[src/rtl/core/chn_pkg.sv]
// ============================================================================
// chn_pkg: shared types and constants for the coordinate hash noise block
// Item and result structs, action codes and the per-channel round constants.
// ============================================================================
package chn_pkg;

    typedef logic [31:0] word_t;

    typedef enum logic [1:0] {
        ACT_ONE   = 2'd0,
        ACT_TWO   = 2'd1,
        ACT_THREE = 2'd2,
        ACT_UNIT  = 2'd3
    } action_t;

    typedef struct packed {
        action_t action;
        word_t   coord_a;
        word_t   coord_b;
        word_t   coord_c;
    } in_item_t;

    typedef struct packed {
        logic [21:0] hash_value;
        logic [23:0] fraction;
    } out_item_t;

    typedef struct packed {
        logic            unit_mode;
        word_t [2:0]     seed;
    } seed_item_t;

    localparam int NUM_CH = 3;

    localparam logic [20:0] MODULUS [NUM_CH] = '{21'd1393137, 21'd1393148, 21'd1393151};
    localparam logic [7:0]  MOD_WEIGHT [NUM_CH] = '{8'd103, 8'd161, 8'd109};
    localparam logic [7:0]  AND_WEIGHT [NUM_CH] = '{8'd149, 8'd123, 8'd157};
    localparam logic [20:0] RESULT_MASK [NUM_CH] = '{21'd1395253, 21'd1395314, 21'd1395329};

    // floor(2^32 / M); the quotient estimate is then low by at most one
    localparam logic [11:0] MOD_RECIP [NUM_CH] = '{
        12'((64'd1 << 32) / 64'd1393137),
        12'((64'd1 << 32) / 64'd1393148),
        12'((64'd1 << 32) / 64'd1393151)
    };

    localparam logic [18:0] FRAC_DIV [NUM_CH] = '{19'd390253, 19'd390299, 19'd390313};

    localparam logic [21:0] HASH_MAX = 22'd4185896;

endpackage

[src/rtl/core/chn_queue.sv]
// ============================================================================
// chn_queue: seed queue
// Small first-in first-out store between the front and back stages.
// ============================================================================
module chn_queue #(
    parameter int DEPTH = 4
)
(
    input  logic                clk,
    input  logic                rst_n,
    input  logic                wr_valid,
    input  chn_pkg::seed_item_t wr_data,
    output logic                full,
    input  logic                pop,
    output logic                rd_valid,
    output chn_pkg::seed_item_t rd_data
);
    import chn_pkg::*;

    localparam int PW = (DEPTH > 1) ? $clog2(DEPTH) : 1;
    localparam int CW = $clog2(DEPTH + 1);

    seed_item_t       store_reg [DEPTH];
    logic [PW-1:0]    wr_ptr_reg;
    logic [PW-1:0]    rd_ptr_reg;
    logic [CW-1:0]    count_reg;
    logic [CW-1:0]    count_next;
    logic             push;

    assign full     = (count_reg == CW'(DEPTH));
    assign rd_valid = (count_reg != '0);
    assign push     = wr_valid && !full;
    assign rd_data  = store_reg[rd_ptr_reg];

    always_comb
    begin
        count_next = count_reg;
        if (push && !pop)
        begin
            count_next = count_reg + CW'(1);
        end
        else if (pop && !push)
        begin
            count_next = count_reg - CW'(1);
        end
    end

    always_ff @(posedge clk or negedge rst_n)
    begin
        if (!rst_n)
        begin
            wr_ptr_reg <= '0;
            rd_ptr_reg <= '0;
            count_reg  <= '0;
        end
        else
        begin
            count_reg <= count_next;
            if (push)
            begin
                wr_ptr_reg <= (wr_ptr_reg == PW'(DEPTH - 1)) ? '0 : wr_ptr_reg + PW'(1);
            end
            if (pop)
            begin
                rd_ptr_reg <= (rd_ptr_reg == PW'(DEPTH - 1)) ? '0 : rd_ptr_reg + PW'(1);
            end
        end
    end

    always_ff @(posedge clk)
    begin
        if (push)
        begin
            store_reg[wr_ptr_reg] <= wr_data;
        end
    end

    a_count_bound: assert property (@(posedge clk) disable iff (!rst_n)
        count_reg <= CW'(DEPTH))
        else $error("queue count beyond depth");

    a_no_underflow: assert property (@(posedge clk) disable iff (!rst_n)
        pop |-> rd_valid)
        else $error("pop from empty queue");

endmodule

[config.mk]
export PLATFORM = sky130hd
export DESIGN_NAME = chn_queue
export DESIGN_NICKNAME = d
export VERILOG_FILES = /design/src/rtl/core/chn_pkg.sv /design/src/rtl/core/chn_queue.sv
export SDC_FILE = /design/constraint.sdc
export NUM_CORES = 1
export LEC_CHECK = 0
export ABC_CLOCK_PERIOD_IN_PS = 7350
export BUFFER_PORTS_ARGS = -buffer_cell sky130_fd_sc_hd__buf_4
export CAP_MARGIN = 20
export CORE_MARGIN = 4
export CORE_UTILIZATION = 57
export DETAILED_ROUTE_END_ITERATION = 10
export PLACE_DENSITY = 0.78
export SLEW_MARGIN = 20
export SYNTH_ARGS = -nofsm -noshare
export SYNTH_HDL_FRONTEND = slang
export SYNTH_SLANG_ARGS = --single-unit
[constraint.sdc]
create_clock -name clk -period 7.35 [get_ports clk]
set_input_delay 1.47 -clock clk [delete_from_list [all_inputs] [get_ports clk]]
set_output_delay 1.47 -clock clk [all_outputs]
set_load 0.05 [all_outputs]
# [After elaboration in Yosys (flattened, before gate mapping)]
# Memories as Yosys holds them, arrays and structs flattened.
# Index checks and enable logic that the tools add are counted.
[totals] register_bits=7 ram_bits=388 in_bits=101 out_inout_bits=99 word_cells=25 mem_count=1
[classes] n_addsub=4 n_eq_ne=3 mux=6 reduce_logical=8
[mem_list] name="store_reg" words=4 width=97 read_ports=1 rd_clocked_by_memory_dff=0 wr=1 line="chn_queue.sv:23" source="seed_item_t store_reg [DEPTH];"
[ops] cell="two-way mux 3 bit" count=2
[ops] cell="adder 2 x 1 -> 2 bit, second input constant" count=2
[ops] cell="equality test 2 bit, second input constant" count=2
[ops] cell="two-way mux 2 bit" count=2
[ops] cell="adder 3 x 1 -> 3 bit, second input constant" count=1
[ops] cell="equality test 3 bit, second input constant" count=1
[ops] cell="logical AND 1 bit" count=3
[ops] cell="logical NOT 1 bit" count=3
[ops] cell="nonzero test 3 bit" count=1
[ops] cell="subtractor 3 x 1 -> 3 bit, second input constant" count=1
[ops] cell="two-way mux 1 bit" count=2
[ops] cell="nonzero test 2 bit" count=1

# [Depth between registers and ports, before layout]
[depth] depth_word=7 ltp_mapped=8 ltp_nobuf=8

# [Worst setup path after synthesis]
# Ideal clock, no wire load.
[synth_path] kind="in2reg" from="input port wr_valid" to="memory store_reg[3][0] (netlist name), enable pin" setup_time_ns=0.556 t_arrival_ns=5.592 t_required_ns=6.794 setup_slack_ns=1.203 stages=2 path_buffers=0 cell_sequence="nand2_1 -> nor2_1"
[synth_between] elab_chain_len=3
[synth_lines] element="start: declaration" line="chn_queue.sv:11" source="input logic wr_valid,"
[synth_lines] element="logical AND 1 bit" line="chn_queue.sv:32" source="assign push = wr_valid && !full;"
[synth_lines] element="two-way mux 1 bit" line="chn_queue.sv:72" source="if (push)"
[synth_lines] element="two-way mux 1 bit (implied by the code)" line="chn_queue.sv:74" source="store_reg[wr_ptr_reg] <= wr_data;"
[synth_lines] element="end: declaration" line="chn_queue.sv:23"
# Every way passes these cells.

==> flow_summary.json <==
{
  "io_pins": 200,
  "vias_per_cell": 5.769,
  "via_count": 6479,
  "crit_type": "register to output pin",
  "setup_ws_ps": 2985,
  "layout-drive-gt1-share": 0.4618,
  "die-area_um2": 27900,
  "syn_to_final_growth_pct": 21.19,
  "status": "finished, final reports clean",
  "hpwl_um": 16140,
  "leakage_nw": 5.971,
  "final_cell_mix": "edfxtp_1, buf_4, mux4_2, clkbuf_16, clkbuf_1",
  "drc": 0,
  "avgSynthCellArea_um2": 26.50,
  "synth.yosys.seq_area_share": 0.8204,
  "die_h_um": 167.0,
  "route.met2.wl_um": 14100,
  "hold_viol": 0,
  "yosys_register_bits": 395,
  "drt_iter0_markers": 596,
  "clkPwrFrac": 0.229,
  "yosys_warnings": 0,
  "regArea_um2": 11830,
  "gp_congestion": 0.7563,
  "peakVddDrop_mv": 0.2972,
  "grt.total_usage": 0.1936,
  "p_switching_mw": 2.962,
  "antenna_found_initial": 0,
  "cpMaxStageDelayCell": "dfrtp_4",
  "largest_register_ffs": 388,
  "post_cts_buffers": 0,
  "die_w_um": 167.0,
  "grt_overflow": 0,
  "final_nets": 879,
  "p_int_mw": 5.112,
  "first_pass_iters": 4,
  "maxCapViolations": 0,
  "timing.final.crit_share": 0.5939,
  "avgRoutedWirePerCell_um": 24.05,
  "path_common_cell": "buf_4",
  "skew_ps": 11.17,
  "relSlewSlack": 0.4304,
  "critPathCaptureType": "output pin",
  "clock_sinks": 395,
  "synth_nets": 652,
  "cts_root_buf": "clkbuf_16",
  "synth_area_um2": 14420,
  "wl_met1_um": 10400,
  "finalCriticalPeriod_ps": 4365,
  "cts_inserted_buffers": 39,
  "multi_input_area_um2": 2437,
  "cp-start-kind": "register",
  "start_util": 0.5859,
  "cts_max_level": 2,
  "synth_cells": 544,
  "crit_arrival_ps": 2900,
  "finalSetupViolations": 0,
  "crit_chain": "buf_16 > buf_4 > mux4_2 > buf_4",
  "hold_path.class": "register to register",
  "core_um2": 24600,
  "grt_max_degree": 59,
  "p_per_area_nw_per_um2": 462.2,
  "worst_pin_slew_ps": 854.5,
  "worst_path_largest_cell_delay_ps": 670,
  "required_ps": 5880,
  "yosysUniqueCellTypes": 23,
  "path_clk_slew_ps": 60,
  "switching_share": 0.3668,
  "clk_path_buf_depth": 3,
  "detail-route-antenna-nets": 0,
  "rsz0062_at_grt": "no",
  "portBuffers": 199,
  "p_seq_frac": 0.392,
  "post_cts_resize_count": 0,
  "dp_slack_ps": 3183,
  "ctsHoldBuffers": 0,
  "routed.top_layer": "met4",
  "grt_pass1_wl_um": 41610,
  "path_max_fanout": 36,
  "comb_power_share": 0.379,
  "final_common_cell": "edfxtp_1",
  "fmax_ghz": 0.2291,
  "clk_latency_ps": 520,
  "met3_length_um": 1997,
  "num_rows": 57,
  "report.final.slew_viol_count": 0,
  "totalWireLength_um": 27000,
  "finalSetupTns_ps": 0,
  "antenna_cells": 0,
  "cts_tree": "yes",
  "grt_pass1_vias": 6949,
  "nFillCells": 1409
}
==> worst max-delay path, delay by kind of cell, from the launching register on <==
family | cells | cell delay, ps
DFF | 1 | 670
buffers and inverters | 3 | 1040
muxes | 1 | 620
==> path summary, 6_finish.rpt <==
check / cells past startpoint / startpoint / endpoint / slack, ps
worst max-delay path: 4 / rd_ptr_reg[0] / rd_data[12] / 2980
worst min-delay path: 1 / count_reg[2] / count_reg[2] / 500
worst max register to register: 4 / count_reg[2] / store_reg[1][44] / 4480
worst min register to register: 1 / count_reg[2] / count_reg[2] / 500
max in group asynchronous: 1 / rst_n / rd_ptr_reg[0] / 6450
min in group asynchronous: 1 / rst_n / count_reg[0] / 760
==> stage by stage <==
stage / area, um2 / total power, mW / hold WS (ps) / utilization / std cells
floorplan: 14420 / 5.460 / 445.3 / - / 544
global placement: 16250 / 6.224 / 459.4 / 0.6603 / 1053
detailed placement: 16250 / 6.298 / 484.0 / 0.6603 / 1053
CTS: 17440 / 8.155 / 495.5 / 0.7089 / 1122
global route: 17470 / 8.406 / 514.9 / 0.7100 / 1123
finish: 17470 / 8.074 / 501.0 / 0.7100 / 1123
==> metal layers <==
layer | global-route usage | vias up
li1 | - | 2802
met4 | 0.04803 | 0
met5 | 0 | -
met3 | 0.05072 | 38
met2 | 0.3241 | 249
met1 | 0.2598 | 3390
==> final cells by class <==
| cell class | count | share of cell area |
|---|---|---|
| Sequential cell | 395 | 0.6774 |
| Timing Repair Buffer | 208 | 0.09053 |
| Clock buffer | 49 | 0.05801 |
| Multi-Input combinational cell | 123 | 0.1395 |
| Tap cell | 324 | 0.02321 |
| Clock inverter | 20 | 0.01046 |
| Inverter | 4 | 0.0008595 |
==> power groups by stage <==
stage,logic [mW],clock network [mW],registers [mW]
finish,3.06,1.85,3.16
global route,3.20,2.00,3.20
CTS,3.05,1.89,3.22
detailed placement,3.04,0,3.26
global placement,3.00,0,3.22
floorplan,2.33,0,3.13
==> Yosys cell counts (all sizes together) <==
| library cell | count | area (um2) |
|---|---|---|
| mux2 | 4 | 45.04 |
| inv | 4 | 15.01 |
| nor3 | 1 | 5.000 |
| nor2b | 1 | 6.260 |
| a21o | 1 | 7.510 |
| mux4 | 97 | 2185 |
| xnor2 | 1 | 8.760 |
| clkbuf | 6 | 22.52 |
| edfxtp | 388 | 11650 |
| dfrtp | 7 | 175.2 |
| xor2 | 2 | 17.52 |
| or3 | 1 | 6.260 |
| nor2 | 3 | 11.26 |
| and2 | 3 | 18.77 |
| ha | 6 | 75.07 |
| buf | 16 | 128.9 |
| fa | 1 | 20.02 |
| nand2 | 1 | 3.750 |
| nor3b | 1 | 12.51 |
==> cells by family (layout without fill, tap and decap cells) <==
| kind of cell | count (synthesis) | count (layout) | synth area share |
|---|---|---|---|
| xor+xnor | 3 | 3 | 0.001823 |
| buf+inv | 26 | 281 | 0.01154 |
| simple gates | 11 | 11 | 0.004427 |
| compound gates | 1 | 1 | 0.0005210 |
| mux | 101 | 101 | 0.1547 |
| flops | 395 | 395 | 0.8204 |
| fa+ha+maj | 7 | 7 | 0.006597 |
Power figures use the tool's default switching activity.
