`src/rtl/core/chn_pkg.sv`:
```
// ============================================================================
// chn_pkg: shared types and constants for the coordinate hash noise block
// Item and result structs, action codes and the per-channel round constants.
// ============================================================================
package chn_pkg;

    typedef logic [31:0] word_t;

    typedef enum logic [1:0] {
        ACT_ONE   = 2'd0,
        ACT_TWO   = 2'd1,
        ACT_THREE = 2'd2,
        ACT_UNIT  = 2'd3
    } action_t;

    typedef struct packed {
        action_t action;
        word_t   coord_a;
        word_t   coord_b;
        word_t   coord_c;
    } in_item_t;

    typedef struct packed {
        logic [21:0] hash_value;
        logic [23:0] fraction;
    } out_item_t;

    typedef struct packed {
        logic            unit_mode;
        word_t [2:0]     seed;
    } seed_item_t;

    localparam int NUM_CH = 3;

    localparam logic [20:0] MODULUS [NUM_CH] = '{21'd1393137, 21'd1393148, 21'd1393151};
    localparam logic [7:0]  MOD_WEIGHT [NUM_CH] = '{8'd103, 8'd161, 8'd109};
    localparam logic [7:0]  AND_WEIGHT [NUM_CH] = '{8'd149, 8'd123, 8'd157};
    localparam logic [20:0] RESULT_MASK [NUM_CH] = '{21'd1395253, 21'd1395314, 21'd1395329};

    // floor(2^32 / M); the quotient estimate is then low by at most one
    localparam logic [11:0] MOD_RECIP [NUM_CH] = '{
        12'((64'd1 << 32) / 64'd1393137),
        12'((64'd1 << 32) / 64'd1393148),
        12'((64'd1 << 32) / 64'd1393151)
    };

    localparam logic [18:0] FRAC_DIV [NUM_CH] = '{19'd390253, 19'd390299, 19'd390313};

    localparam logic [21:0] HASH_MAX = 22'd4185896;

endpackage

```
`src/rtl/core/chn_front.sv`:
```
// ============================================================================
// chn_front: input stage
// Takes an item, decodes the action and registers the three channel seeds.
// ============================================================================
module chn_front
(
    input  logic              clk,
    input  logic              rst_n,
    input  logic              item_valid,
    output logic              item_stall,
    input  chn_pkg::in_item_t item,
    input  logic              queue_full,
    output logic              seed_valid,
    output chn_pkg::seed_item_t seed
);
    import chn_pkg::*;

    logic       front_valid_reg;
    seed_item_t seed_reg;
    seed_item_t seed_next;
    logic       load;

    always_comb
    begin
        seed_next.unit_mode = 1'b0;
        seed_next.seed[0]   = item.coord_a;
        seed_next.seed[1]   = item.coord_a * 32'd3;
        seed_next.seed[2]   = item.coord_a * 32'd131;
        unique case (item.action)
            ACT_ONE:
            begin
                seed_next.seed[0] = item.coord_a;
                seed_next.seed[1] = item.coord_a * 32'd3;
                seed_next.seed[2] = item.coord_a * 32'd131;
            end
            ACT_TWO:
            begin
                seed_next.seed[0] = item.coord_a;
                seed_next.seed[1] = item.coord_b * 32'd3;
                seed_next.seed[2] = item.coord_a * 32'd3 + item.coord_b * 32'd7;
            end
            ACT_THREE:
            begin
                seed_next.seed[0] = item.coord_a;
                seed_next.seed[1] = item.coord_b * 32'd3;
                seed_next.seed[2] = item.coord_c * 32'd131;
            end
            ACT_UNIT:
            begin
                seed_next.unit_mode = 1'b1;
                seed_next.seed[0]   = (item.coord_a + 32'd1) * 32'd217;
                seed_next.seed[1]   = (item.coord_a + 32'd3) * 32'd129;
                seed_next.seed[2]   = (item.coord_a + 32'd5) * 32'd1031;
            end
            default:
            begin
                seed_next.unit_mode = 1'b0;
            end
        endcase
    end

    assign item_stall = front_valid_reg && queue_full;
    assign load       = !item_stall;

    always_ff @(posedge clk or negedge rst_n)
    begin
        if (!rst_n)
        begin
            front_valid_reg <= 1'b0;
        end
        else if (load)
        begin
            front_valid_reg <= item_valid;
        end
    end

    always_ff @(posedge clk)
    begin
        if (load && item_valid)
        begin
            seed_reg <= seed_next;
        end
    end

    assign seed_valid = front_valid_reg;
    assign seed       = seed_reg;

endmodule

```
`config.mk`:
```
export PLATFORM = sky130hd
export DESIGN_NAME = chn_front
export DESIGN_NICKNAME = d
export VERILOG_FILES = /design/src/rtl/core/chn_pkg.sv /design/src/rtl/core/chn_front.sv
export SDC_FILE = /design/constraint.sdc
export NUM_CORES = 1
export LEC_CHECK = 0
export BUFFER_PORTS_ARGS = -buffer_cell sky130_fd_sc_hd__buf_2
export CORE_UTILIZATION = 45
export CTS_BUF_LIST = sky130_fd_sc_hd__clkbuf_16
export CTS_CLUSTER_SIZE = 24
export DETAILED_ROUTE_END_ITERATION = 10
export GPL_ROUTABILITY_DRIVEN = 0
export SLEW_MARGIN = 5
export SYNTH_ARGS = -nofsm -noshare
export SYNTH_HDL_FRONTEND = slang
export SYNTH_SLANG_ARGS = --single-unit
```
`constraint.sdc`:
```
create_clock -name clk -period 9.1 [get_ports clk]
set_input_delay 0.455 -clock clk [delete_from_list [all_inputs] [get_ports clk]]
set_output_delay 0.455 -clock clk [all_outputs]
set_load 0.01 [all_outputs]
```
# ---- After elaboration in Yosys (flattened, before gate mapping)
# Cells that the tools add are included.
dict set report classes {
  add_sub_neg 4
  n_mul 8
  n_eq_ne 3
  n_mux 2
  reduce_logical 4
}
# op count
set op_table {}
lappend op_table {{$pmux 96 s4} 1}
lappend op_table {{$mul 32x8->32 const B} 4}
lappend op_table {{$mul 32x2->32 const B} 2}
lappend op_table {{$add 32x1->32 const B} 1}
lappend op_table {{$add 32x2->32 const B} 1}
lappend op_table {{$add 32x3->32 const B} 1}
lappend op_table {{$add 32x32->32} 1}
lappend op_table {{$mul 32x11->32 const B} 1}
lappend op_table {{$mul 32x3->32 const B} 1}
lappend op_table {{$eq 2x2->1 const B} 2}
lappend op_table {{$eq 2x1->1 const B} 1}
lappend op_table {{$logic_and 1x1->1} 2}
lappend op_table {{$logic_not 2->1} 1}
lappend op_table {{$logic_not 1->1} 1}
lappend op_table {{$mux 1} 1}
dict set report totals {
  register_bits 98
  in_bits 102
  output_inout_bits 99
  word_cells 26
}

# ---- Longest topological paths before layout
dict set report depth {
  depth_word 3
  ltp_mapped 27
  depth_no_buf 26
}

# ---- Least setup slack after synthesis
# Ideal clock, no wire load.
dict set report synth_path {
  kind {input -> register}
  start {input item[66] in the netlist's numbering}
  end {register seed_reg, in the netlist seed[92], data pin}
  setup_ns 0.272
  t_arrival_ns 5.615
  t_required_ns 8.828
  slack_ns 3.213
  cell_stages 24
  n_path_buf 2
  cell_sequence {clkbuf_1 inv_1 ha_1 a21oi_1 nor2_1 and3_1 clkbuf_1 nand3_1 xnor2_1 ha_1 fa_1 inv_1 fa_1 inv_1 ha_1 a21o_1 a2111oi_1 nor3_1 a21oi_2 o21bai_2 a2111oi_4 nor2_1 xor2_1 mux4_2}
}
# item line
set synth_rtl {}
lappend synth_rtl {{start: declaration} chn_front.sv:11} ;# input chn_pkg::in_item_t item,
lappend synth_rtl {{end signal: assignment} chn_front.sv:81} ;# seed_reg <= seed_next;
lappend synth_rtl {{end: declaration} chn_front.sv:19} ;# seed_item_t seed_reg;

==> out/results.tsv <==
metric	value	unit
post-place-cells	4059	
max-clock-path-buffers	2	
cts_setup_buffers	0	
synth.most_common_cell	sky130_fd_sc_hd__inv_1	
maxSlewViolCount	0	
synth.largest_area_cell	sky130_fd_sc_hd__ha_1	
worst_clock_skew	0.01465	ns
layout.area.seq	0.002938	sq mm
tightest_slew	0.9436	ns
synth_seq_area_share	0.1079	
yosys_register_bits	98	
io_port_bufs	200	
worstSetupPathType	input port to flop	
grt_start_max_net_pins	62	
synthDistinctLibCells	97	
fin_area	0.02933	sq mm
numCtsBuffers	9	
static-leakage-power	14.59	nW
library_cell_used_as_clock_root_buffer	sky130_fd_sc_hd__clkbuf_16	
worstRegToRegCells	4	
period_minus_slack	6.549	ns
finish.utilization	0.4942	
timing.critical_path.from	item[66]	
drive_above_1_share	0.08840	
final_non_filler_cell_total	4079	
maxSlewHeadroom	0.3686	
initial_core_util	0.4589	
crit_path_start_kind	input port	
reg2reg_slack	6.76	ns
gr-usage-all-layers	0.2750	
worstReg2RegEnd	seed[29]$_DFFE_PP_	
detail_route.wirelength	83.30	mm
design.final.nets	4105	
synth.top_cells.by_count	552 x sky130_fd_sc_hd__inv_1, 485 x sky130_fd_sc_hd__ha_1, 222 x sky130_fd_sc_hd__xnor2_1, 220 x sky130_fd_sc_hd__fa_1, 186 x sky130_fd_sc_hd__nand2_1	
multi_input_comb_area	0.02197	sq mm
critPathCapture	seed[30]$_DFFE_PP_	
worst_r2r_startpoint	seed_valid$_DFFE_PN0N_	
dieWidth	248.0	um
final_min_period_over_clock_period	0.7197	
dpl_wire_length	70.43	mm
remaining_overflow_grt	0	
fp.coreArea	0.05935	sq mm
edff_count_synth	97	
boundaryPins	201	
dr_total_vias	22920	
route.detailed.drc	0	
setup-violations-final	0	
path_clk_slew	0.08	ns
cp_data_arrival_time	6.68	ns
clock_sinks	98	
num_rows	89	
critical_path_peak_fanout	11	
critPathCaptureType	flop	
final_antenna_net_count	0	
cts_repair_resize_count	0	
hold_viol	0	
mappedNetlistArea	0.02723	sq mm
yosysWarningCount	0	
timing.setup.tns	0	ns
final.setup.worst_slack	2.551	ns
area_growth	7.704	%
synth_area_per_cell	8.668	sq um
die_h	248.0	um
min_path_type	input port to flop	
max_freq	152.7	MHz
tritoncts	done	
synthArstFlopShare	0.01020	
rsz0062_at_grt	no	
ys_top_cells_by_area	sky130_fd_sc_hd__ha_1 22%, sky130_fd_sc_hd__fa_1 16%, sky130_fd_sc_hd__edfxtp_1 11%	
largest_register_ffs	97	
grt_pass1_vias	23330	
number_of_maximum_capacitance_constraint_violations	0	
drt_pass1_iterations	5	
detailed_place.area	0.02902	sq mm
outcome	finished clean	
syn-instance-count	3142	
wire_length_of_the_first_global_routing_pass	129.4	mm
grt_antenna_before_repair	1	
htreeDepth	3	
avgRoutedWirePerCell	20.42	um
share_of_the_synthesized_area_in_the_top_cell_type	0.2228	
detailedRoute.firstIterationViolations	1954	
fillers	5641	
insertion_delay	0.42	ns
synth_top_flop_cell	sky130_fd_sc_hd__edfxtp_1	
peakVddDrop	151.1	uV
postSynthNetCount	3949	
pre_cts_ws	2.147	ns
power.density_cell_area	209.8	mW/mm^2
cp_data_required_time	9.24	ns
design.die.area	0.06151	sq mm
routed_via_density	5.618	
==> power breakdown <==
group	internal, mW	switching, mW	total, mW	leakage [nW]
clock	0.194	0.233	0.427	0.136
combinational	2.09	2.97	5.05	13.5
sequential	0.644	0.0306	0.674	0.935
==> how the worst min path moves through the flow <==
stage	cells after the start	from	endpoint	slack, ns
2_1_floorplan	0	rst_n	seed_valid$_DFFE_PN0N_	0.16
3_3_place_gp	1	rst_n	seed_valid$_DFFE_PN0N_	0.23
4_1_cts	2	item_valid	seed_valid$_DFFE_PN0N_	0.25
5_1_grt	2	item_valid	seed_valid$_DFFE_PN0N_	0.27
3_5_place_dp	1	rst_n	seed_valid$_DFFE_PN0N_	0.23
6_report	2	item_valid	seed_valid$_DFFE_PN0N_	0.27
==> layer usage <==
layer  GRT usage  wire length, um  vias to the layer above  part of all wire
met5           0               17                        -           0.00020
met4     0.07633             1912                        2             0.023
met3     0.03006             4648                      111             0.056
met2      0.4633            39230                      703              0.47
met1      0.3713            37490                    11050              0.45
li1            -                -                    11050                 -
==> cell families after synthesis <==
logic type | synth area share
AOI/OAI and AO/OA | 0.1724
xor gates and xnor gates | 0.1149
adders and majority gates | 0.3845
buffers and inverters | 0.08582
DFF | 0.1079
muxes | 0.02536
and+or+nand+nor | 0.1091
==> what timing repair did <==
item,in CTS,in global routing
endpoints found under the hold margin,1,0
hold buffers,1,0
endpoints found under the setup margin,0,0
==> critical path, stage by stage <==
cell and delay (ns):
sky130_fd_sc_hd__buf_2 0.26, sky130_fd_sc_hd__ha_1 0.36, sky130_fd_sc_hd__nand4_2 0.28, sky130_fd_sc_hd__nor2_4 0.25, sky130_fd_sc_hd__nand3_1 0.26, sky130_fd_sc_hd__xor2_1 0.45
sky130_fd_sc_hd__inv_1 0.13, sky130_fd_sc_hd__ha_1 0.36, sky130_fd_sc_hd__ha_1 0.21, sky130_fd_sc_hd__a31o_2 0.23, sky130_fd_sc_hd__fa_1 0.50, sky130_fd_sc_hd__inv_1 0.06
sky130_fd_sc_hd__fa_1 0.53, sky130_fd_sc_hd__inv_1 0.05, sky130_fd_sc_hd__ha_1 0.36, sky130_fd_sc_hd__a21o_1 0.20, sky130_fd_sc_hd__a21oi_1 0.15, sky130_fd_sc_hd__o21bai_1 0.09
sky130_fd_sc_hd__a21o_1 0.20, sky130_fd_sc_hd__a31oi_1 0.23, sky130_fd_sc_hd__a31oi_1 0.17, sky130_fd_sc_hd__or4_1 0.44, sky130_fd_sc_hd__a31oi_1 0.22, sky130_fd_sc_hd__xor2_1 0.17
sky130_fd_sc_hd__o21ai_1 0.08
==> layout make-up <==
class / count / area share
clock buffers: 9 / 0.007678
inverters: 554 / 0.07089
flip-flops and latches: 98 / 0.1002
diodes: 3 / 0.0002559
repair buffers: 209 / 0.03660
clock inverters: 7 / 0.002474
well taps: 773 / 0.03297
multi-input cells: 2426 / 0.7490
==> cell usage in the layout (no fill, tap or decap), types with 18 or more instances in the layout <==
| cell type | Yosys | final |
|---|---|---|
| sky130_fd_sc_hd__a211oi_1 | 50 | 50 |
| sky130_fd_sc_hd__a21o_1 | 99 | 99 |
| sky130_fd_sc_hd__a21oi_1 | 166 | 166 |
| sky130_fd_sc_hd__a31oi_1 | 18 | 18 |
| sky130_fd_sc_hd__and2_1 | 18 | 18 |
| sky130_fd_sc_hd__and3_1 | 26 | 26 |
| sky130_fd_sc_hd__buf_2 | 2 | 199 |
| sky130_fd_sc_hd__edfxtp_1 | 97 | 97 |
| sky130_fd_sc_hd__fa_1 | 220 | 220 |
| sky130_fd_sc_hd__ha_1 | 485 | 485 |
| sky130_fd_sc_hd__inv_1 | 552 | 552 |
| sky130_fd_sc_hd__mux2i_1 | 24 | 24 |
| sky130_fd_sc_hd__mux4_2 | 19 | 19 |
| sky130_fd_sc_hd__nand2_1 | 186 | 185 |
| sky130_fd_sc_hd__nand2b_1 | 25 | 25 |
| sky130_fd_sc_hd__nand3_1 | 44 | 44 |
| sky130_fd_sc_hd__nand4_1 | 22 | 22 |
| sky130_fd_sc_hd__nor2_1 | 172 | 172 |
| sky130_fd_sc_hd__nor2b_1 | 26 | 25 |
| sky130_fd_sc_hd__nor3_1 | 37 | 37 |
| sky130_fd_sc_hd__o211ai_1 | 27 | 27 |
| sky130_fd_sc_hd__o21a_1 | 33 | 33 |
| sky130_fd_sc_hd__o21ai_0 | 136 | 136 |
| sky130_fd_sc_hd__o21bai_1 | 27 | 27 |
| sky130_fd_sc_hd__xnor2_1 | 222 | 222 |
| sky130_fd_sc_hd__xor2_1 | 131 | 131 |
==> stage by stage <==
stage | hold WS (ns) | total power [mW]
2_1_floorplan | 0.1594 | 4.333
3_3_place_gp | 0.2293 | 5.549
3_5_place_dp | 0.2306 | 5.637
4_1_cts | 0.2543 | 6.115
5_1_grt | 0.2681 | 6.744
6_report | 0.2717 | 6.155
No activity file was read; power rests on OpenSTA's default activity.
