File: config.mk
export PLATFORM = sky130hd
export DESIGN_NAME = chn_back
export DESIGN_NICKNAME = d
export VERILOG_FILES = /design/src/rtl/core/chn_pkg.sv /design/src/rtl/core/chn_back.sv
export SDC_FILE = /design/constraint.sdc
export NUM_CORES = 2
export LEC_CHECK = 0
export ABC_AREA = 1
export BUFFER_PORTS_ARGS = -buffer_cell sky130_fd_sc_hd__buf_2
export CORE_ASPECT_RATIO = 1.75
export CORE_UTILIZATION = 40
export CTS_BUF_LIST = sky130_fd_sc_hd__clkbuf_8 sky130_fd_sc_hd__clkbuf_16
export CTS_CLUSTER_SIZE = 30
export DETAILED_ROUTE_END_ITERATION = 8
export PLACE_DENSITY = 0.56
export RECOVER_POWER = 100
export SLEW_MARGIN = 25
export SYNTH_ARGS = -nofsm -noshare
export SYNTH_HDL_FRONTEND = slang
export SYNTH_SLANG_ARGS = --single-unit
File: constraint.sdc
create_clock -name clk -period 21.9 [get_ports clk]
set_input_delay 2.19 -clock clk [delete_from_list [all_inputs] [get_ports clk]]
set_output_delay 2.19 -clock clk [all_outputs]
set_load 0.1 [all_outputs]
File: src/rtl/core/chn_pkg.sv
// ============================================================================
// chn_pkg: shared types and constants for the coordinate hash noise block
// Item and result structs, action codes and the per-channel round constants.
// ============================================================================
package chn_pkg;

    typedef logic [31:0] word_t;

    typedef enum logic [1:0] {
        ACT_ONE   = 2'd0,
        ACT_TWO   = 2'd1,
        ACT_THREE = 2'd2,
        ACT_UNIT  = 2'd3
    } action_t;

    typedef struct packed {
        action_t action;
        word_t   coord_a;
        word_t   coord_b;
        word_t   coord_c;
    } in_item_t;

    typedef struct packed {
        logic [21:0] hash_value;
        logic [23:0] fraction;
    } out_item_t;

    typedef struct packed {
        logic            unit_mode;
        word_t [2:0]     seed;
    } seed_item_t;

    localparam int NUM_CH = 3;

    localparam logic [20:0] MODULUS [NUM_CH] = '{21'd1393137, 21'd1393148, 21'd1393151};
    localparam logic [7:0]  MOD_WEIGHT [NUM_CH] = '{8'd103, 8'd161, 8'd109};
    localparam logic [7:0]  AND_WEIGHT [NUM_CH] = '{8'd149, 8'd123, 8'd157};
    localparam logic [20:0] RESULT_MASK [NUM_CH] = '{21'd1395253, 21'd1395314, 21'd1395329};

    // floor(2^32 / M); the quotient estimate is then low by at most one
    localparam logic [11:0] MOD_RECIP [NUM_CH] = '{
        12'((64'd1 << 32) / 64'd1393137),
        12'((64'd1 << 32) / 64'd1393148),
        12'((64'd1 << 32) / 64'd1393151)
    };

    localparam logic [18:0] FRAC_DIV [NUM_CH] = '{19'd390253, 19'd390299, 19'd390313};

    localparam logic [21:0] HASH_MAX = 22'd4185896;

endpackage

File: src/rtl/core/chn_back.sv
// ============================================================================
// chn_back: mixing pipeline
// Modulo reduction, weighted round, channel sum and scaled fraction, with
// the result held in an output register.
// ============================================================================
module chn_back #(
    parameter int FRACTION_BITS = 24
)
(
    input  logic                clk,
    input  logic                rst_n,
    input  chn_pkg::seed_item_t head,
    input  logic                head_valid,
    output logic                pop,
    output logic                result_valid,
    input  logic                result_stall,
    output chn_pkg::out_item_t  result
);
    import chn_pkg::*;

    localparam int QW = FRACTION_BITS + 3;
    localparam int EW = (QW > 20) ? QW : 20;
    localparam int PW = QW + 21;
    localparam int XW = FRACTION_BITS + 21;
    localparam int SW = QW + 2;

    // floor(2^(FRACTION_BITS+21) / D); estimate low by at most one
    localparam logic [QW-1:0] FRAC_RECIP [NUM_CH] = '{
        QW'((64'd1 << XW) / 64'(FRAC_DIV[0])),
        QW'((64'd1 << XW) / 64'(FRAC_DIV[1])),
        QW'((64'd1 << XW) / 64'(FRAC_DIV[2]))
    };

    logic                     en;
    logic [5:0]               vld_reg;
    logic [5:0]               unit_reg;
    logic                     result_valid_reg;
    logic                     out_unit_reg;
    out_item_t                result_reg;
    logic [2:0][20:0]         ch6;
    logic [2:0][QW-1:0]       q6;
    logic [21:0]              hash_sum;
    logic [SW-1:0]            qsum;
    logic [23:0]              frac_bits;

    assign en  = !result_valid_reg || !result_stall;
    assign pop = en && head_valid;

    for (genvar g = 0; g < NUM_CH; g++)
    begin : g_ch
        logic [31:0]     s1_seed_reg;
        logic [20:0]     s1_hi_reg;
        logic [11:0]     s1_q_reg;
        logic [43:0]     s1_prod;
        logic [21:0]     s2_t_reg;
        logic [20:0]     s2_hi_reg;
        logic [31:0]     s2_diff;
        logic [20:0]     s3_r_reg;
        logic [20:0]     s3_hi_reg;
        logic [29:0]     wsum;
        logic [20:0]     s4_ch_reg;
        logic [PW-1:0]   s5_prod;
        logic [QW-1:0]   s5_qe_reg;
        logic [20:0]     s5_ch_reg;
        logic [XW-1:0]   xsh;
        logic [EW-1:0]   qe_ext;
        logic [39:0]     qd;
        logic [19:0]     rem;
        logic [QW-1:0]   s6_q_reg;
        logic [20:0]     s6_ch_reg;

        assign s1_prod = 44'(head.seed[g]) * 44'(MOD_RECIP[g]);
        assign s2_diff = s1_seed_reg - 32'(s1_q_reg) * 32'(MODULUS[g]);
        assign wsum    = 30'(s3_r_reg) * 30'(MOD_WEIGHT[g])
                       + 30'(s3_hi_reg) * 30'(AND_WEIGHT[g]);
        assign s5_prod = PW'(s4_ch_reg) * PW'(FRAC_RECIP[g]);
        assign xsh     = XW'(s5_ch_reg) << FRACTION_BITS;
        assign qe_ext  = EW'(s5_qe_reg);
        assign qd      = 40'(qe_ext[19:0]) * 40'(FRAC_DIV[g]);
        assign rem     = xsh[19:0] - qd[19:0];

        always_ff @(posedge clk)
        begin
            if (en)
            begin
                s1_seed_reg <= head.seed[g];
                s1_hi_reg   <= 21'(head.seed[g] & 32'(MODULUS[g]));
                s1_q_reg    <= s1_prod[43:32];
                s2_t_reg    <= s2_diff[21:0];
                s2_hi_reg   <= s1_hi_reg;
                s3_r_reg    <= (s2_t_reg >= 22'(MODULUS[g]))
                             ? 21'(s2_t_reg - 22'(MODULUS[g])) : s2_t_reg[20:0];
                s3_hi_reg   <= s2_hi_reg;
                s4_ch_reg   <= 21'(wsum & 30'(RESULT_MASK[g]));
                s5_qe_reg   <= s5_prod[PW-1:21];
                s5_ch_reg   <= s4_ch_reg;
                s6_q_reg    <= s5_qe_reg + QW'(rem >= 20'(FRAC_DIV[g]));
                s6_ch_reg   <= s5_ch_reg;
            end
        end

        assign ch6[g] = s6_ch_reg;
        assign q6[g]  = s6_q_reg;
    end

    assign hash_sum = 22'(ch6[0]) + 22'(ch6[1]) + 22'(ch6[2]);
    assign qsum     = SW'(q6[0]) + SW'(q6[1]) + SW'(q6[2]);

    if (FRACTION_BITS >= 24)
    begin : g_frac_wide
        assign frac_bits = qsum[23:0];
    end
    else
    begin : g_frac_narrow
        assign frac_bits = 24'(qsum[FRACTION_BITS-1:0]);
    end

    always_ff @(posedge clk or negedge rst_n)
    begin
        if (!rst_n)
        begin
            vld_reg          <= '0;
            result_valid_reg <= 1'b0;
        end
        else if (en)
        begin
            vld_reg          <= {vld_reg[4:0], pop};
            result_valid_reg <= vld_reg[5];
        end
    end

    always_ff @(posedge clk)
    begin
        if (en)
        begin
            unit_reg              <= {unit_reg[4:0], head.unit_mode};
            out_unit_reg          <= unit_reg[5];
            result_reg.hash_value <= hash_sum;
            result_reg.fraction   <= unit_reg[5] ? frac_bits : '0;
        end
    end

    assign result_valid = result_valid_reg;
    assign result       = result_reg;

    a_frac_zero: assert property (@(posedge clk) disable iff (!rst_n)
        (result_valid_reg && !out_unit_reg) |-> (result_reg.fraction == '0))
        else $error("fraction set outside unit mode");

    a_hash_bound: assert property (@(posedge clk) disable iff (!rst_n)
        result_valid_reg |-> (result_reg.hash_value <= HASH_MAX))
        else $error("hash value out of range");

    a_pop_gated: assert property (@(posedge clk) disable iff (!rst_n)
        (result_valid_reg && result_stall) |-> !pop)
        else $error("queue popped while output stalled");

endmodule

# Word-level counts from Yosys, hierarchy flattened
# Cells that the tools add are included.
dict set report totals {
  register_bits 620
  latchBits 0
  ram_bits 0
  rom_bits 0
  input_bits 101
  out_inout_bits 48
  wordCells 91
  n_memories 0
}
dict set report op_classes {
  n_addsub 19
  mul 18
  div_mod_pow 0
  n_lt_le_gt_ge 6
  n_eq_ne 0
  shift 0
  muxes 3
  n_bitwise 0
  reduce_logical 4
}
# operator count
set ops {}
lappend ops {{$mul A32 B11 Y43 const B} 3}
lappend ops {{$add A24 B1 Y24} 3}
lappend ops {{$ge A22 B21 Y1 const B} 3}
lappend ops {{$sub A22 B22 Y22} 3}
lappend ops {{$add A21 B21 Y21} 3}
lappend ops {{$mul A21 B8 Y21 const B} 3}
lappend ops {{$mux W21} 3}
lappend ops {{$sub A21 B21 Y21 const B} 3}
lappend ops {{$ge A20 B19 Y1 const B} 3}
lappend ops {{$mul A20 B19 Y20 const B} 3}
lappend ops {{$sub A1 B20 Y20 const A} 3}
lappend ops {{$add A24 B24 Y24} 2}
lappend ops {{$mul A21 B27 Y45 const B} 1}
lappend ops {{$mul A12 B21 Y22 const B} 2}
lappend ops {{$mul A20 B27 Y44 const B} 1}
lappend ops {{$mul A21 B24 Y42 const B} 1}
lappend ops {{$mul A21 B7 Y21 const B} 2}
lappend ops {{$add A21 B21 Y22} 1}
lappend ops {{$add A22 B21 Y22} 1}
lappend ops {{$mul A12 B19 Y20 const B} 1}
lappend ops {{$mul A19 B7 Y19 const B} 1}
lappend ops {{$logic_not A1 Y1} 2}
lappend ops {{$logic_and A1 B1 Y1} 1}
lappend ops {{$logic_or A1 B1 Y1} 1}

# Longest topological paths before layout
dict set report logic_depth {
  depth_word 4
  ltp_mapped 38
  mapped_depth_nobuf 38
}

# Worst setup path before layout
# OpenSTA, ideal clock, no wires.
dict set report synth_path {
  path_type {in2out}
  start {input result_stall}
  end {output pop}
  t_arrival_ps 20239
  t_required_ps 19710
  setup_slack_ps -529
  stages 4
  path_buffers 1
  path_cell_list {nand2_1 > clkbuf_1 > nand2_1 > inv_1}
}
dict set report synth_via {
  elab_chain_len 3
}
# item line
set synth_rtl {}
lappend synth_rtl {{from (decl)} chn_back.sv:16} ;# input logic result_stall,
lappend synth_rtl {{$logic_not A1 Y1} chn_back.sv:46} ;# assign en = !result_valid_reg || !result_stall;
lappend synth_rtl {{$logic_or A1 B1 Y1} chn_back.sv:46}
lappend synth_rtl {{$logic_and A1 B1 Y1} chn_back.sv:47} ;# assign pop = en && head_valid;
lappend synth_rtl {{to (decl)} chn_back.sv:14} ;# output logic pop,
# Every way passes these cells.

# Worst setup path after layout
dict set report layout_path {
  start {input result_stall}
  end {register g_ch[1].s1_q_reg[11], enable pin}
}
dict set report layout_via {
  elab_chain_len 2
}
# item line
set layout_rtl {}
lappend layout_rtl {{$logic_not A1 Y1} chn_back.sv:46}
lappend layout_rtl {{$logic_or A1 B1 Y1} chn_back.sv:46}
lappend layout_rtl {{to (signal assigned)} chn_back.sv:88} ;# s1_q_reg <= s1_prod[43:32];
lappend layout_rtl {{to (decl)} chn_back.sv:53} ;# logic [11:0] s1_q_reg;
# Every way passes these cells.
# A chain may end at the register's enable or synchronous reset.

==> results.py <==
metrics = {
    "min_path": {
        "hold_class": "flop to flop",
    },
    "timing": {
        "final-setup-viol-count": 0,
        "clock_skew_ns": 0.0378,
        "rsz0062_at_grt": "no",
        "holdWs_ns": 0.408,
        "max_slew_margin": -4.33,
        "setup_tns_ns": 0,
        "hold_viol_final": 0,
        "fin_crit_sh": 0.573,
        "fmax_ghz": 0.0797,
        "fin_ws_ns": 9.35,
        "min_period_ns": 12.55,
        "drv_slew": 424,
        "worstMarginPinSlew_ns": 8.00,
    },
    "detailed_routing": {
        "vias": 58500,
        "antenna_left": 0,
        "drt_iter0_drc": 1793,
        "drt_pass1_iterations": 7,
        "routed_wl_um": 199000,
        "drc_errors": 0,
        "wl_per_cell_um": 16.7,
        "via_per_inst": 4.93,
    },
    "yosys": {
        "ys.flop_type": "edfxtp_1",
        "synth_top_area_frac": 0.279,
        "synth_fp_nets": 11700,
        "ys_seq_area_frac": 0.205,
        "syn_avg_cell_area_um2": 9.76,
        "ys_ff_latch": 585,
        "synth_area_leaders": "ha_1, fa_1, edfxtp_1",
        "synthArstFlopShare": 0.0120,
        "synth_cell_types": 70,
        "synth_edf_count": 578,
        "yosysTopAreaCell": "ha_1",
        "synthesis.area_um2": 85700,
        "yosys_warnings": 0,
        "synthCells": 8777,
    },
    "global_route": {
        "grt_util_met3": 0.0124,
        "grt_max_degree": 153,
        "grt_pass1_wl_um": 322000,
        "antenna_found_initial": 3,
        "top_usage_layer": "met2",
        "gr-total-overflow": 0,
        "grtUsageMet2": 0.393,
        "grt_pass1_vias": 64400,
        "met1_usage": 0.182,
        "track_usage": 0.188,
    },
    "cts": {
        "ctsHtreeMaxLevel": 2,
        "cts.path.max_buffers": 3,
        "cts_setup_buffers": 0,
        "cts_resized": 0,
        "hold_buffers": 0,
        "clock_latency_ns": 0.71,
        "cts_tree": "built",
        "clock-sinks": 585,
        "cts_buffers": 61,
        "root_buffer": "clkbuf_16",
        "clkTransAtPathRegs_ns": 0.07,
    },
    "setup_path": {
        "cp_num_buf_inv": 5,
        "worst_ep_required_time_ns": 22.21,
        "crit_path_cell_trace": "clkbuf_1, nand2_1, clkbuf_1, buf_4, buf_4, buf_4",
        "path_max_fanout": 152,
        "crit_top_cell": "buf_4",
        "crit_path_top_delay_cell": "clkbuf_1",
        "critPathMaxStageDelay_ns": 5.71,
        "crit_type": "primary input to flop",
        "cp_top_family": "buffers and inverters",
        "end_kind": "flop",
        "crit_arrival_ns": 12.86,
        "startpoint_type": "primary input",
    },
    "layout": {
        "fill_cells": 20800,
        "final_area_um2": 91600,
        "final_cell_mix": "inv_1, ha_1, nand2_1",
        "drive_above_1_share": 0.0199,
        "syn2layout_area_growth_pct": 6.97,
        "final_common_cell": "inv_1",
        "fin_nets": 11900,
    },
    "placed_design": {
        "dp_hpwl_um": 175000,
        "pre_cts_ws_ns": 14.03,
        "portBuffers": 147,
        "place_congestion": 0.921,
        "place_area_um2": 90000,
    },
    "outcome": {
        "failed_checks": "max-capacitance violations, max-slew violations",
        "outcome": "complete, but fails checks",
    },
    "die": {
        "die_x_um": 352,
        "io_pins": 149,
        "die_area_um2": 216000,
        "start_util": 0.403,
        "die_h_um": 614,
        "coreArea_um2": 213000,
        "rows": 224,
    },
    "run": {
        "maxCapViolCount": 5,
    },
}
==> cells in the mapped netlist (16+ instances only) <==
cell      instances
o21bai_1         33
a211oi_1         16
a21oi_1         455
ha_1           1908
nor2_1          440
nor4_1           29
inv_1          2000
nand4_1          71
a21o_1           60
o211ai_1         21
fa_1            925
nand3_1         182
nor3_1           62
a31oi_1          52
edfxtp_1        578
xnor2_1         192
o21ai_1          47
o21a_1           25
o21ai_0         201
xor2_1          319
nand2_1         935
inv_2            18
==> through the flow <==
stage	std cells	util
floorplan	8777	-
global placement	11800	0.423
detailed placement	11800	0.423
CTS	11900	0.433
global route	11900	0.431
finish	11900	0.431
==> worst register-to-register path: cells and delay by family (launching register included) <==
| family | cells | cell delay, ns |
|---|---|---|
| buffers and inverters | 4 | 8.63 |
| DFF | 1 | 0.40 |
| and+or+nand+nor | 1 | 1.86 |
==> per-layer routing <==
metal  share of wire  vias up
met4           0.044        0
met2            0.58      788
met3           0.019      357
met1            0.36    28400
met5               0        -
li1                -    29000
==> cells by family (layout without fill, tap and decap cells) <==
| group | count (synthesis) | in the layout | share of synthesized area |
|---|---|---|---|
| other | 1 | 4 | 0.0000438 |
| buffers and inverters | 2025 | 2287 | 0.0889 |
| DFF | 585 | 585 | 0.205 |
| adders and majority gates | 2833 | 2833 | 0.495 |
| AOI/OAI and AO/OA | 999 | 999 | 0.0675 |
| and+or+nand+nor | 1823 | 1823 | 0.0918 |
| xor gates and xnor gates | 511 | 511 | 0.0522 |
==> path summary, 6_finish.rpt <==
path,startpoint,to,slack (ns),cells past startpoint
max reg2reg,result_valid,g_ch[1].s1_q_reg[11],10.55,5
max,result_stall,g_ch[1].s1_q_reg[11],9.35,6
max in group asynchronous,rst_n,result_valid,20.24,1
min,g_ch[0].s2_hi_reg[7],g_ch[0].s3_hi_reg[7],0.41,0
min reg2reg,g_ch[0].s2_hi_reg[7],g_ch[0].s3_hi_reg[7],0.41,0
min in group asynchronous,rst_n,vld_reg[3],1.38,1
==> layout make-up <==
type	count	area (µm²)	share of cell area
multi-input cells	6167	60300	0.658
flip-flops and latches	585	17500	0.191
inverters	2018	7570	0.0827
well taps	2825	3530	0.0386
clock buffers	61	1530	0.0167
repair buffers	156	636	0.00694
clock inverters	52	561	0.00612
diodes	3	7.51	0.0000819
Power is not shown: default switching activity piles up to over one toggle a cycle in this logic, so the estimate is an artifact.
